**config.mk**
```make
export PLATFORM = sky130hd
export DESIGN_NAME = periodic_task_timer_table_unit
export DESIGN_NICKNAME = d
export VERILOG_FILES = /design/src/sv/ptt_pkg.sv /design/src/sv/periodic_task_timer_table_unit.sv /design/src/sv/ptt_front.sv /design/src/sv/ptt_back.sv /design/src/sv/ptt_rsp_queue.sv
export SDC_FILE = /design/constraint.sdc
export NUM_CORES = 1
export LEC_CHECK = 0
export ABC_AREA = 1
export BUFFER_PORTS_ARGS = -buffer_cell sky130_fd_sc_hd__buf_4
export CORE_UTILIZATION = 40
export CTS_CLUSTER_DIAMETER = 200
export CTS_CLUSTER_SIZE = 8
export DETAILED_ROUTE_END_ITERATION = 10
export SYNTH_ARGS = -nofsm -noshare
export SYNTH_HDL_FRONTEND = slang
export SYNTH_SLANG_ARGS = --single-unit
```
**constraint.sdc**
```tcl
create_clock -name clock -period 12.67 [get_ports clock]
set_clock_uncertainty 0.2 [all_clocks]
set_input_delay 0.6335 -clock clock [delete_from_list [all_inputs] [get_ports clock]]
set_output_delay 0.6335 -clock clock [all_outputs]
set_load 0.02 [all_outputs]
```
**src/sv/ptt_pkg.sv**
```systemverilog
// ptt_pkg: shared types, codes and sizing constants for the periodic task timer table
// used by every module of the block; depends on nothing else
package ptt_pkg;

   localparam int SLOTS_DEFAULT = 8;
   localparam int MAX_RESULTS   = 8;
   localparam int CMDQ_DEPTH    = 2;
   localparam int RSPQ_DEPTH    = 4;

   // request commands
   localparam logic [1:0] CMD_TICK         = 2'd0;
   localparam logic [1:0] CMD_ADD_PERIODIC = 2'd1;
   localparam logic [1:0] CMD_ADD_ONESHOT  = 2'd2;
   localparam logic [1:0] CMD_DISPATCH     = 2'd3;

   // response kinds
   localparam logic [1:0] KIND_TICK     = 2'd0;
   localparam logic [1:0] KIND_ADD      = 2'd1;
   localparam logic [1:0] KIND_DISPATCH = 2'd2;
   localparam logic [1:0] KIND_NONE     = 2'd3;

   // classified operations handed from front to back
   localparam logic [1:0] OP_TICK     = 2'd0;
   localparam logic [1:0] OP_ADD      = 2'd1;
   localparam logic [1:0] OP_DISPATCH = 2'd2;

   typedef struct packed {
      logic [1:0]  command;
      logic [7:0]  task_id;
      logic [15:0] period;
   } req_type;

   typedef struct packed {
      logic [1:0] kind;
      logic       add_accepted;
      logic [2:0] slot_number;
      logic [7:0] dispatched_task;
      logic [7:0] pending_left;
      logic       last;
   } rsp_type;

   typedef struct packed {
      logic [1:0]  op_code;
      logic        periodic;
      logic [7:0]  task_id;
      logic [15:0] period;
   } op_type;

   typedef struct packed {
      logic   valid;
      op_type op;
   } op_chan_type;

   typedef struct packed {
      logic [7:0]  task_id;
      logic [15:0] interval;
      logic [15:0] countdown;
      logic [7:0]  ready;
   } slot_type;

endpackage

```
**src/sv/periodic_task_timer_table_unit.sv**
```systemverilog
// Periodic task timer table, top level.
// Request side is a queue: an item is taken when push is high and full is low.
// Commands: tick, add periodic task, add one-shot task, dispatch ready tasks.
// Response side is a queue: the oldest beat shows on rsp_item while empty is low
// and leaves when pop is high. Each request ends with a beat that has last set.
// A two-entry command queue feeds the execution engine, so new requests are
// taken while earlier work or responses are still waiting.
// Add: in its add state the engine writes the slot and queues the response beat.
// Tick and dispatch: the engine walks the used slots one per cycle through the
// single read port of the slot memory, except where a dispatch hit waits for room;
// a dispatch reports at most eight ready slots, lowest first.
// Reset empties both queues and sets the fill count to zero; the slot memory
// needs no clearing since slots at or above the fill count are never read.
// When the receiver stalls, the four-entry response queue fills and the walk
// pauses on its next dispatch hit until pop frees a place.
// Depends on ptt_pkg, ptt_front, ptt_back and ptt_rsp_queue.
module periodic_task_timer_table_unit #(
   parameter int SLOTS = ptt_pkg::SLOTS_DEFAULT
) (
   input  logic             clock,
   input  logic             reset,
   input  logic             push,
   output logic             full,
   input  ptt_pkg::req_type req_item,
   output logic             empty,
   input  logic             pop,
   output ptt_pkg::rsp_type rsp_item
);

   ptt_pkg::op_chan_type op_chan;
   logic                 op_take;
   logic                 back_push;
   ptt_pkg::rsp_type     back_item;
   logic                 rspq_full;

   ptt_front u_front (
      .clock    (clock),
      .reset    (reset),
      .push     (push),
      .full     (full),
      .req_item (req_item),
      .op_chan  (op_chan),
      .op_take  (op_take)
   );

   ptt_back #(
      .SLOTS (SLOTS)
   ) u_back (
      .clock    (clock),
      .reset    (reset),
      .op_chan  (op_chan),
      .op_take  (op_take),
      .rsp_room (!rspq_full),
      .rsp_push (back_push),
      .rsp_item (back_item)
   );

   ptt_rsp_queue u_rsp_queue (
      .clock    (clock),
      .reset    (reset),
      .in_push  (back_push),
      .in_item  (back_item),
      .full     (rspq_full),
      .empty    (empty),
      .pop      (pop),
      .rsp_item (rsp_item)
   );

`ifndef SYNTHESIS
   a_rsp_no_overflow: assert property (@(posedge clock) disable iff (reset)
      back_push |-> !rspq_full)
      else $error("engine pushed a response beat into a full queue");

   a_take_needs_op: assert property (@(posedge clock) disable iff (reset)
      op_take |-> op_chan.valid)
      else $error("engine took an operation from an empty command queue");

   a_reset_clears: assert property (@(posedge clock)
      reset |=> (empty && !full))
      else $error("queues not empty after reset");
`endif

endmodule

```
**src/sv/ptt_front.sv**
```systemverilog
// ptt_front: accepts request beats, classifies the command and queues the operation
// depends on ptt_pkg
module ptt_front (
   input  logic                 clock,
   input  logic                 reset,
   input  logic                 push,
   output logic                 full,
   input  ptt_pkg::req_type     req_item,
   output ptt_pkg::op_chan_type op_chan,
   input  logic                 op_take
);

   localparam int DEPTH = ptt_pkg::CMDQ_DEPTH;
   localparam int PW    = (DEPTH > 1) ? $clog2(DEPTH) : 1;
   localparam int CW    = $clog2(DEPTH + 1);

   ptt_pkg::op_type q_ff [DEPTH];
   logic [PW-1:0]   wr_ptr_ff, wr_ptr_in, rd_ptr_ff, rd_ptr_in;
   logic [CW-1:0]   count_ff, count_in;
   ptt_pkg::op_type op_dec;
   logic            do_push, do_pop;

   always_comb begin
      op_dec          = '0;
      op_dec.task_id  = req_item.task_id;
      op_dec.period   = req_item.period;
      case (req_item.command)
         ptt_pkg::CMD_TICK: begin
            op_dec.op_code = ptt_pkg::OP_TICK;
         end
         ptt_pkg::CMD_ADD_PERIODIC: begin
            op_dec.op_code  = ptt_pkg::OP_ADD;
            op_dec.periodic = 1'b1;
         end
         ptt_pkg::CMD_ADD_ONESHOT: begin
            op_dec.op_code = ptt_pkg::OP_ADD;
         end
         ptt_pkg::CMD_DISPATCH: begin
            op_dec.op_code = ptt_pkg::OP_DISPATCH;
         end
         default: begin
            op_dec.op_code = ptt_pkg::OP_TICK;
         end
      endcase
   end

   assign full          = (count_ff == CW'(DEPTH));
   assign do_push       = push && !full;
   assign do_pop        = op_take && (count_ff != '0);
   assign op_chan.valid = (count_ff != '0);
   assign op_chan.op    = q_ff[rd_ptr_ff];

   always_comb begin
      wr_ptr_in = wr_ptr_ff;
      rd_ptr_in = rd_ptr_ff;
      count_in  = count_ff;
      if (do_push) begin
         wr_ptr_in = (wr_ptr_ff == PW'(DEPTH - 1)) ? '0 : wr_ptr_ff + 1'b1;
      end
      if (do_pop) begin
         rd_ptr_in = (rd_ptr_ff == PW'(DEPTH - 1)) ? '0 : rd_ptr_ff + 1'b1;
      end
      if (do_push && !do_pop) begin
         count_in = count_ff + 1'b1;
      end else if (do_pop && !do_push) begin
         count_in = count_ff - 1'b1;
      end
   end

   always_ff @(posedge clock) begin
      if (reset) begin
         wr_ptr_ff <= '0;
         rd_ptr_ff <= '0;
         count_ff  <= '0;
      end else begin
         wr_ptr_ff <= wr_ptr_in;
         rd_ptr_ff <= rd_ptr_in;
         count_ff  <= count_in;
      end
   end

   always_ff @(posedge clock) begin
      if (do_push) begin
         q_ff[wr_ptr_ff] <= op_dec;
      end
   end

endmodule

```
**src/sv/ptt_back.sv**
```systemverilog
// ptt_back: slot memory and the engine that carries out tick, add and dispatch
// depends on ptt_pkg; walks the used slots one per cycle through one read port, unless a dispatch hit waits
module ptt_back #(
   parameter int SLOTS = ptt_pkg::SLOTS_DEFAULT
) (
   input  logic                 clock,
   input  logic                 reset,
   input  ptt_pkg::op_chan_type op_chan,
   output logic                 op_take,
   input  logic                 rsp_room,
   output logic                 rsp_push,
   output ptt_pkg::rsp_type     rsp_item
);

   localparam int SW = (SLOTS > 1) ? $clog2(SLOTS) : 1;
   localparam int CW = $clog2(SLOTS + 1);
   localparam int EW = $clog2(ptt_pkg::MAX_RESULTS + 1);

   localparam logic [1:0] ST_IDLE   = 2'd0;
   localparam logic [1:0] ST_ADD    = 2'd1;
   localparam logic [1:0] ST_WALK   = 2'd2;
   localparam logic [1:0] ST_FINISH = 2'd3;

   ptt_pkg::slot_type slot_mem [SLOTS];

   logic [1:0]        state_ff, state_in;
   ptt_pkg::op_type   op_ff, op_in;
   logic [CW-1:0]     used_ff, used_in;
   logic [CW-1:0]     issue_ff, issue_in;
   logic [SW-1:0]     rd_idx_ff, rd_idx_in;
   logic              rd_valid_ff, rd_valid_in;
   ptt_pkg::slot_type rd_data_ff;
   logic [EW-1:0]     emitted_ff, emitted_in;
   logic              hold_valid_ff, hold_valid_in;
   ptt_pkg::rsp_type  hold_ff, hold_in;

   logic              rd_en, wr_en;
   logic [SW-1:0]     rd_addr, wr_addr;
   ptt_pkg::slot_type wr_data, upd;
   ptt_pkg::rsp_type  result;
   logic              fires, exec_fire;

   assign rd_addr = issue_ff[SW-1:0];

   // per-slot update of the entry sitting in the read register
   always_comb begin
      upd    = rd_data_ff;
      result = '0;
      fires  = 1'b0;
      if (op_ff.op_code == ptt_pkg::OP_DISPATCH) begin
         if (rd_data_ff.ready != '0 && emitted_ff < EW'(ptt_pkg::MAX_RESULTS)) begin
            fires     = 1'b1;
            upd.ready = rd_data_ff.ready - 8'd1;
            // finished one-shot clears its slot entry; the fill count stays as it is
            if (upd.ready == '0 && rd_data_ff.interval == '0) begin
               upd.task_id   = '0;
               upd.countdown = '0;
               upd.interval  = '0;
            end
            result.kind            = ptt_pkg::KIND_DISPATCH;
            result.slot_number     = 3'(rd_idx_ff);
            result.dispatched_task = rd_data_ff.task_id;
            result.pending_left    = upd.ready;
         end
      end else if (rd_data_ff.task_id != '0 && rd_data_ff.countdown != '0) begin
         upd.countdown = rd_data_ff.countdown - 16'd1;
         if (upd.countdown == '0) begin
            if (rd_data_ff.ready != 8'hFF) begin
               upd.ready = rd_data_ff.ready + 8'd1;
            end
            if (rd_data_ff.interval != '0) begin
               upd.countdown = rd_data_ff.interval;
            end
         end
      end
   end

   always_comb begin
      state_in      = state_ff;
      op_in         = op_ff;
      used_in       = used_ff;
      issue_in      = issue_ff;
      rd_idx_in     = rd_idx_ff;
      rd_valid_in   = rd_valid_ff;
      emitted_in    = emitted_ff;
      hold_valid_in = hold_valid_ff;
      hold_in       = hold_ff;
      op_take       = 1'b0;
      rsp_push      = 1'b0;
      rsp_item      = '0;
      rd_en         = 1'b0;
      wr_en         = 1'b0;
      wr_addr       = rd_idx_ff;
      wr_data       = upd;
      exec_fire     = 1'b0;
      case (state_ff)
         ST_IDLE: begin
            if (op_chan.valid) begin
               op_take       = 1'b1;
               op_in         = op_chan.op;
               issue_in      = '0;
               rd_valid_in   = 1'b0;
               emitted_in    = '0;
               hold_valid_in = 1'b0;
               state_in      = (op_chan.op.op_code == ptt_pkg::OP_ADD) ? ST_ADD : ST_WALK;
            end
         end
         ST_ADD: begin
            if (rsp_room) begin
               rsp_push      = 1'b1;
               rsp_item.kind = ptt_pkg::KIND_ADD;
               rsp_item.last = 1'b1;
               if (used_ff < CW'(SLOTS)) begin
                  wr_en                 = 1'b1;
                  wr_addr               = used_ff[SW-1:0];
                  wr_data.task_id       = op_ff.task_id;
                  wr_data.interval      = op_ff.periodic ? op_ff.period : '0;
                  wr_data.countdown     = op_ff.period;
                  wr_data.ready         = '0;
                  used_in               = used_ff + 1'b1;
                  rsp_item.add_accepted = 1'b1;
                  rsp_item.slot_number  = 3'(used_ff[SW-1:0]);
               end
               state_in = ST_IDLE;
            end
         end
         ST_WALK: begin
            // a dispatch hit only waits when the held beat must go out first and the response queue is full
            exec_fire = rd_valid_ff && (!(fires && hold_valid_ff) || rsp_room);
            if (exec_fire) begin
               wr_en = 1'b1;
               if (fires) begin
                  if (hold_valid_ff) begin
                     rsp_push = 1'b1;
                     rsp_item = hold_ff;
                  end
                  hold_in       = result;
                  hold_valid_in = 1'b1;
                  emitted_in    = emitted_ff + 1'b1;
               end
            end
            if (!rd_valid_ff || exec_fire) begin
               if (issue_ff < used_ff) begin
                  rd_en       = 1'b1;
                  rd_idx_in   = issue_ff[SW-1:0];
                  issue_in    = issue_ff + 1'b1;
                  rd_valid_in = 1'b1;
               end else begin
                  rd_valid_in = 1'b0;
                  state_in    = ST_FINISH;
               end
            end
         end
         ST_FINISH: begin
            if (rsp_room) begin
               rsp_push = 1'b1;
               if (op_ff.op_code == ptt_pkg::OP_DISPATCH) begin
                  if (hold_valid_ff) begin
                     rsp_item = hold_ff;
                  end else begin
                     rsp_item.kind = ptt_pkg::KIND_NONE;
                  end
               end else begin
                  rsp_item.kind = ptt_pkg::KIND_TICK;
               end
               rsp_item.last = 1'b1;
               hold_valid_in = 1'b0;
               state_in      = ST_IDLE;
            end
         end
         default: begin
            state_in = ST_IDLE;
         end
      endcase
   end

   always_ff @(posedge clock) begin
      if (reset) begin
         state_ff      <= ST_IDLE;
         used_ff       <= '0;
         issue_ff      <= '0;
         rd_valid_ff   <= 1'b0;
         emitted_ff    <= '0;
         hold_valid_ff <= 1'b0;
      end else begin
         state_ff      <= state_in;
         used_ff       <= used_in;
         issue_ff      <= issue_in;
         rd_valid_ff   <= rd_valid_in;
         emitted_ff    <= emitted_in;
         hold_valid_ff <= hold_valid_in;
      end
   end

   always_ff @(posedge clock) begin
      op_ff     <= op_in;
      rd_idx_ff <= rd_idx_in;
      hold_ff   <= hold_in;
   end

   // slot memory: slots at or above the fill count are never read
   always_ff @(posedge clock) begin
      if (rd_en) begin
         rd_data_ff <= slot_mem[rd_addr];
      end
      if (wr_en) begin
         slot_mem[wr_addr] <= wr_data;
      end
   end

endmodule

```
**src/sv/ptt_rsp_queue.sv**
```systemverilog
// ptt_rsp_queue: small response queue between the back engine and the rsp port
// depends on ptt_pkg
module ptt_rsp_queue (
   input  logic             clock,
   input  logic             reset,
   input  logic             in_push,
   input  ptt_pkg::rsp_type in_item,
   output logic             full,
   output logic             empty,
   input  logic             pop,
   output ptt_pkg::rsp_type rsp_item
);

   localparam int DEPTH = ptt_pkg::RSPQ_DEPTH;
   localparam int PW    = (DEPTH > 1) ? $clog2(DEPTH) : 1;
   localparam int CW    = $clog2(DEPTH + 1);

   ptt_pkg::rsp_type q_ff [DEPTH];
   logic [PW-1:0]    wr_ptr_ff, wr_ptr_in, rd_ptr_ff, rd_ptr_in;
   logic [CW-1:0]    count_ff, count_in;
   logic             do_push, do_pop;

   assign full     = (count_ff == CW'(DEPTH));
   assign empty    = (count_ff == '0);
   assign do_push  = in_push && !full;
   assign do_pop   = pop && !empty;
   assign rsp_item = q_ff[rd_ptr_ff];

   always_comb begin
      wr_ptr_in = wr_ptr_ff;
      rd_ptr_in = rd_ptr_ff;
      count_in  = count_ff;
      if (do_push) begin
         wr_ptr_in = (wr_ptr_ff == PW'(DEPTH - 1)) ? '0 : wr_ptr_ff + 1'b1;
      end
      if (do_pop) begin
         rd_ptr_in = (rd_ptr_ff == PW'(DEPTH - 1)) ? '0 : rd_ptr_ff + 1'b1;
      end
      if (do_push && !do_pop) begin
         count_in = count_ff + 1'b1;
      end else if (do_pop && !do_push) begin
         count_in = count_ff - 1'b1;
      end
   end

   always_ff @(posedge clock) begin
      if (reset) begin
         wr_ptr_ff <= '0;
         rd_ptr_ff <= '0;
         count_ff  <= '0;
      end else begin
         wr_ptr_ff <= wr_ptr_in;
         rd_ptr_ff <= rd_ptr_in;
         count_ff  <= count_in;
      end
   end

   always_ff @(posedge clock) begin
      if (do_push) begin
         q_ff[wr_ptr_ff] <= in_item;
      end
   end

endmodule
```
* Yosys cells after proc, flatten, opt, wreduce, memory -nomap -nowiden *
Memory sizes are Yosys's and may differ from the RTL's. A register that Yosys moved wholly into a read port is not among the register bits.
Cells that the tools add are included.

operators by class
  bitwise logic cells = 1
  div/mod/pow operators = 0
  multiply operators = 0
  add/sub/neg operators = 14
  shift operators = 0
  reduce and logical (&&, ||, !) cells = 51
  muxes and demuxes = 85
  equality and inequality tests = 21
  magnitude comparators = 3

operators with widths
  kind                     number
  $mux W48                 4
  $mux W24                 4
  $mux W23                 4
  $mux W20                 2
  $mux W40                 1
  $logic_not A16 Y1        2
  $mux W16                 2
  $pmux W16 S2             1
  $reduce_bool A16 Y1      2
  $mux W1                  30
  $mux W2                  14
  $mux W4                  6
  $pmux W6 S3              1
  $eq A2 B2 Y1 const B     8
  $pmux W4 S2              2
  $reduce_bool A8 Y1       2
  $sub A16 B1 Y16 const B  1
  $mux W3                  5
  $logic_and A1 B1 Y1      13
  $add A4 B1 Y4 const B    3
  $pmux W2 S3              2
  $reduce_and A3 Y1        4
  $reduce_and A4 Y1        3
  $logic_not A1 Y1         9
  other kinds (28)         50

storage, ports and cells
  bits in read-only memories = 0
  word-level logic and storage cells = 199
  output and inout bits = 25
  input bits = 30
  latch bits = 0
  memories = 3
  bits in registers = 78
  bits in writable memories = 530

memory list
  name              depth  width  rd ports  clocked after memory_dff  write ports  line                 RTL
  u_back.slot_mem   8      48     1         1                         1            ptt_back.sv:24       ptt_pkg::slot_type slot_mem [SLOTS];
  u_rsp_queue.q_ff  4      23     1         1                         1            ptt_rsp_queue.sv:18  ptt_pkg::rsp_type q_ff [DEPTH];
  u_front.q_ff      2      27     1         1                         1            ptt_front.sv:17      ptt_pkg::op_type q_ff [DEPTH];

* Depth between registers and ports, before layout *
  word-level depth = 15
  depth in mapped cells = 21
  depth with buffers taken out = 21

* Hierarchy *
From an unflattened synthesis, not the netlist that was laid out.

second synthesis, totals
  cell total of the unflattened synthesis = 2388
  area total of the unflattened synthesis = 28312.2 um^2

by module, submodules not included
  module                          cells each  area an instance (um^2)  seq. area each (um^2)  times used
  ptt_back                        1969        21735.8                  14794.2                1
  ptt_rsp_queue                   293         4244.1                   2942.8                 1
  ptt_front                       125         2328.5                   1721.7                 1
  periodic_task_timer_table_unit  1           3.8                      0.0                    1

* Worst setup path before layout *
No wires, ideal clock.

  kind = reg2reg
  start = register u_back.rd_data_ff[4] (netlist name)
  end = memory u_back.slot_mem[0][0] (netlist bit), enable pin
  stages on the path, launching flop included = 12
  path buffers = 0
  period minus slack after synthesis = 4.195 ns
  arrival = 3.541 ns
  setup time = 0.454 ns
  data required time = 12.016 ns
  slack = 8.475 ns
  cells stage by stage = edfxtp_1 inv_2 nand2_1 nor2_1 nand3_1 nand2_2 nor2_2 nand3_1 nand3_1 a21boi_0 nand2_1 nor2_1

between the ends
  longest elaborated chain between the ends = 12

ends and longest elaborated chain
  item                           line             RTL
  $reduce_bool A8 Y1             ptt_back.sv:51   if (rd_data_ff.ready != '0 && emitted_ff < EW'(ptt_pkg::MAX_RESULTS)) begin
  $logic_and A1 B1 Y1            ptt_back.sv:51
  $mux W1                        ptt_back.sv:51
  $mux W1                        ptt_back.sv:50   if (op_ff.op_code == ptt_pkg::OP_DISPATCH) begin
  $logic_and A1 B1 Y1            ptt_back.sv:129  exec_fire = rd_valid_ff && (!(fires && hold_valid_ff) || rsp_room);
  $logic_not A1 Y1               ptt_back.sv:129
  $logic_or A1 B1 Y1             ptt_back.sv:129
  $logic_and A1 B1 Y1            ptt_back.sv:129
  $mux W1                        ptt_back.sv:130  if (exec_fire) begin
  $pmux W1 S2                    ptt_back.sv:96   case (state_ff)
  $mux W1                        ptt_back.sv:206  if (wr_en) begin
  $mux W1 (not written as such)  ptt_back.sv:207  slot_mem[wr_addr] <= wr_data;
  end: declaration               ptt_back.sv:24

No other way between the ends.

* Final worst setup path *
  start = register u_back.op_ff[25] (netlist bit)
  end = register u_rsp_queue.count_ff[2]

between the ends
  longest elaborated chain between the ends = 12
  elaborated cells between the ends (all ways) = 15
  classes of those cells = eq/ne: 1; mux: 5; reduce/logical: 9

ends and longest elaborated chain
  item                          line                 RTL
  start: declaration            ptt_back.sv:27       ptt_pkg::op_type op_ff, op_in;
  start signal: assignment      ptt_back.sv:196      op_ff <= op_in;
  $eq A2 B2 Y1 *                ptt_back.sv:50
  $mux W1 *                     ptt_back.sv:50
  $logic_and A1 B1 Y1           ptt_back.sv:129
  $logic_not A1 Y1              ptt_back.sv:129
  $logic_or A1 B1 Y1            ptt_back.sv:129
  $logic_and A1 B1 Y1           ptt_back.sv:129
  $mux W1 *                     ptt_back.sv:130
  $pmux W1 S2 *                 ptt_back.sv:96
  $logic_and A1 B1 Y1 *         ptt_rsp_queue.sv:25  assign do_push = in_push && !full;
  via u_rsp_queue.do_push       ptt_rsp_queue.sv:21  logic do_push, do_pop;
  $logic_not A1 Y1              ptt_rsp_queue.sv:41  end else if (do_pop && !do_push) begin
  $logic_and A1 B1 Y1           ptt_rsp_queue.sv:41
  $reduce_bool A2 Y1 (no line)  -
  end signal: assignment        ptt_rsp_queue.sv:54  count_ff <= count_in;
  end: declaration              ptt_rsp_queue.sv:20  logic [CW-1:0] count_ff, count_in;

The timed path passes the listed nets; every way through them passes the cells marked *.
A chain may end at the register's enable or synchronous reset.

==> results.yml <==
outcome:
  status: "complete, no violations"
power:
  power.leakage_uw: 0.0112
  power.density_nw_per_um2: 195
  max-vdd-ir-drop_v: 0.000118
sta:
  hold_viol_final: 0
  setup_viol: 0
  rsz0062_at_grt: "false"
  fin_setup_tns_ns: 0
  worst_slew_pin_slew_ns: 1.21
  timing.final.ws_setup_ns: 7.59
  fin_crit_sh: 0.401
  maxSlewHeadroom: 0.195
  fmax_ghz: 0.197
  slew_violations: 0
  min_period_ns: 5.08
logic_synthesis:
  synth_compound_area_frac: 0.0994
  yosysSeqAreaShare: 0.707
  synthDistinctLibCells: 41
  synth_adder_area_share: 0.0130
  synth_ff_type: "edfxtp_1"
  synth.area.mux_share: 0.0106
  yosysTopAreaCell: "edfxtp_1"
  ys_warn_count: 0
  syn_inst: 2361
  synthTopCellsByArea: "edfxtp_1 69%, nor2_1 7.1%, o21ai_0 5.2%"
  avgSynthCellArea_sq_um: 11.7
  ys_async_sr_fraction: 0
  synth_top_family_by_area: "simple AND/OR/NAND/NOR gates"
  syn-cell-area_sq_um: 27500
  synth_top_cell_area_share: 0.686
  syn-num-nets: 2419
  synth_simple_gate_area_frac: 0.131
  synth_edf_count: 628
  ys_ff_latch: 658
  synth_xor_area_frac: 0.00350
clock_tree:
  clkSinkCount: 658
  cts_hold_buffers: 24
  cts_resized: 0
  clk_path_buf_depth: 3
  cts_tree: "built"
  cts.htree.levels: 3
  post_cts_buffers: 0
  path_clk_slew_ns: 0.05
  cts_root_buffer: "clkbuf_16"
  numCtsBuffers: 92
  clock_latency_ns: 0.64
layout:
  final_cell_mix: "628 x edfxtp_1, 504 x nor2_1, 288 x o21ai_0"
  nets: 2505
  mostFrequentLayoutCell: "edfxtp_1"
  areaGrowthSynthToFinish_pct: 15.2
  drive_gt1_frac: 0.109
  diodes: 0
  num-fill-cells: 5933
global_route:
  grt_pass1_vias: 17600
  grt_busiest_layer: "met2"
  antenna_found_initial: 0
  grt_pass1_wl_um: 102000
  grt_use_met3: 0.0340
  grt_usage: 0.189
  gr-total-overflow: 0
  grt_max_degree: 100
  met2_usage: 0.313
  met1_usage: 0.247
route:
  first_pass_iters: 5
  viasPerCell: 5.35
  vias: 17900
  ant_nets: 0
  wl_um: 65800
  drc: 0
  drt_iter0_drc: 1507
  avgRoutedWirePerCell_um: 19.6
die:
  row_count: 95
  core_sq_um: 67600
  start_util: 0.407
  fp.dieW_um: 264
  ios: 55
  dieHeight_um: 264
  fp.dieArea_sq_um: 69800
placement:
  portBuffers: 54
  gp_congestion: 0.889
  dp_slack_ns: 7.63
  dp_hpwl_um: 36800
worst_setup_path:
  arrival_ns: 5.44
  cpMaxStageDelayCell: "nor2_2"
  path_class: "flip-flop to flip-flop"
  crit_chain: "nor2_2 > inv_2 > nor2_2 > inv_1 > nor2_2 > nand2_1 > nand2_1 > nand2_2 > inv_2 > ha_1 > inv_1 > fa_1 > nor2_1 > nor2_1 > nand2_1 > o21ai_0 > a21oi_1"
  endpoint_kind: "flip-flop"
  crit_path_start_kind: "flip-flop"
  crit_path_max_fanout: 35
  required_ns: 13.03
  critPathMaxStageDelay_ns: 0.85
  reg2reg_from: "u_back.op_ff[25]$_DFFE_PP_"
  crit_path_start: "u_back.op_ff[25]$_DFFE_PP_"
flow_run:
  drv_cap: 0
hold_path:
  min_path_type: "input pin to flip-flop"
  min-delay-start: "reset"
[synthesized netlist by cell type (7+ instances only)]
| library cell | number |
|---|---|
| edfxtp_1 | 628 |
| nor2_1 | 520 |
| o21ai_0 | 288 |
| nand2_1 | 242 |
| inv_1 | 123 |
| clkbuf_1 | 100 |
| o22ai_1 | 87 |
| a21oi_1 | 66 |
| nand3_1 | 55 |
| a31oi_1 | 48 |
| dfxtp_1 | 30 |
| ha_1 | 27 |
| mux2_2 | 26 |
| nor3b_1 | 17 |
| nor2_2 | 13 |
| nand4_1 | 12 |
| o21ai_1 | 10 |
| xor2_1 | 9 |
| inv_2 | 7 |
| nand2_2 | 7 |
[kinds of logic after synthesis]
kind of cell	Yosys count
simple gates	881
flops	658
compound gates	507
buf+inv	250
fa+ha+maj	28
mux	26
xor+xnor	11
[registers in the layout (all words and copies together), names as in the netlist, named ones only]
name	cells
u_rsp_queue.count_ff	3
u_back.used_ff	4
u_front.rd_ptr_ff	1
u_front.count_ff	2
u_back.slot_mem	384
u_front.wr_ptr_ff	1
u_back.op_ff	27
u_back.emitted_ff	4
u_back.rd_data_ff	48
u_back.hold_valid_ff	1
u_rsp_queue.wr_ptr_ff	2
u_back.hold_ff	20
u_back.rd_valid_ff	1
u_front.q_ff	54
u_back.issue_ff	4
u_back.rd_idx_ff	3
u_rsp_queue.q_ff	92
u_back.state_ff	2
u_rsp_queue.rd_ptr_ff	2
[power by group]
group | switching, uW | total [uW] | leakage (uW) | internal (uW)
clock | 871 | 2190 | 0.00123 | 1320
combinational | 839 | 1160 | 0.00393 | 317
sequential | 69.0 | 2820 | 0.00603 | 2750
[final cells by class]
class	instances	area [sq um]	share of cell area
clock inverter	7	146	0.00462
sequential	658	19500	0.614
timing repair buffer	108	883	0.0279
tap	873	1090	0.0345
clock buffer	117	2420	0.0763
inverter	134	505	0.0160
multi-input combinational	1453	7170	0.226
[path summary, 6_finish.rpt]
path              depth (start not counted)  slack, ns                                    to
setup / recovery                         17       7.59  u_rsp_queue.count_ff[2]$_SDFFE_PP0P_
hold / removal                            2       0.09       u_back.issue_ff[1]$_SDFFE_PP0P_
setup reg to reg                         17       7.59  u_rsp_queue.count_ff[2]$_SDFFE_PP0P_
hold reg to reg                           1       0.26        u_front.rd_ptr_ff$_SDFFE_PP0P_
[through the flow]
step                power [uW]  hold slack, ns  cell area (sq um)  cells   util
floorplan                 3580           0.226              27500   2361      -
detailed placement        4010           0.256              28900   3201  0.427
finish                    6170          0.0877              31700   3350  0.468
global route              6450          0.0652              31700   3350  0.468
CTS                       6210          0.0580              31700   3349  0.468
global placement          3970           0.235              28900   3201  0.427
[worst max-delay path: cells and delay by family (launching register included)]
kind / cells / cell delay (ns)
simple gates: 9 / 2.58
fa+ha+maj: 2 / 0.58
buf+inv: 4 / 1.04
compound gates: 2 / 0.21
flops: 1 / 0.37
[layer usage]
layer / vias to the layer above / part of all wire
met2: 503 / 0.49
met4: 0 / 0.028
met3: 99 / 0.053
met1: 8802 / 0.43
li1: 8510 / -
met5: - / 0
(Power assumes the default switching activity.)
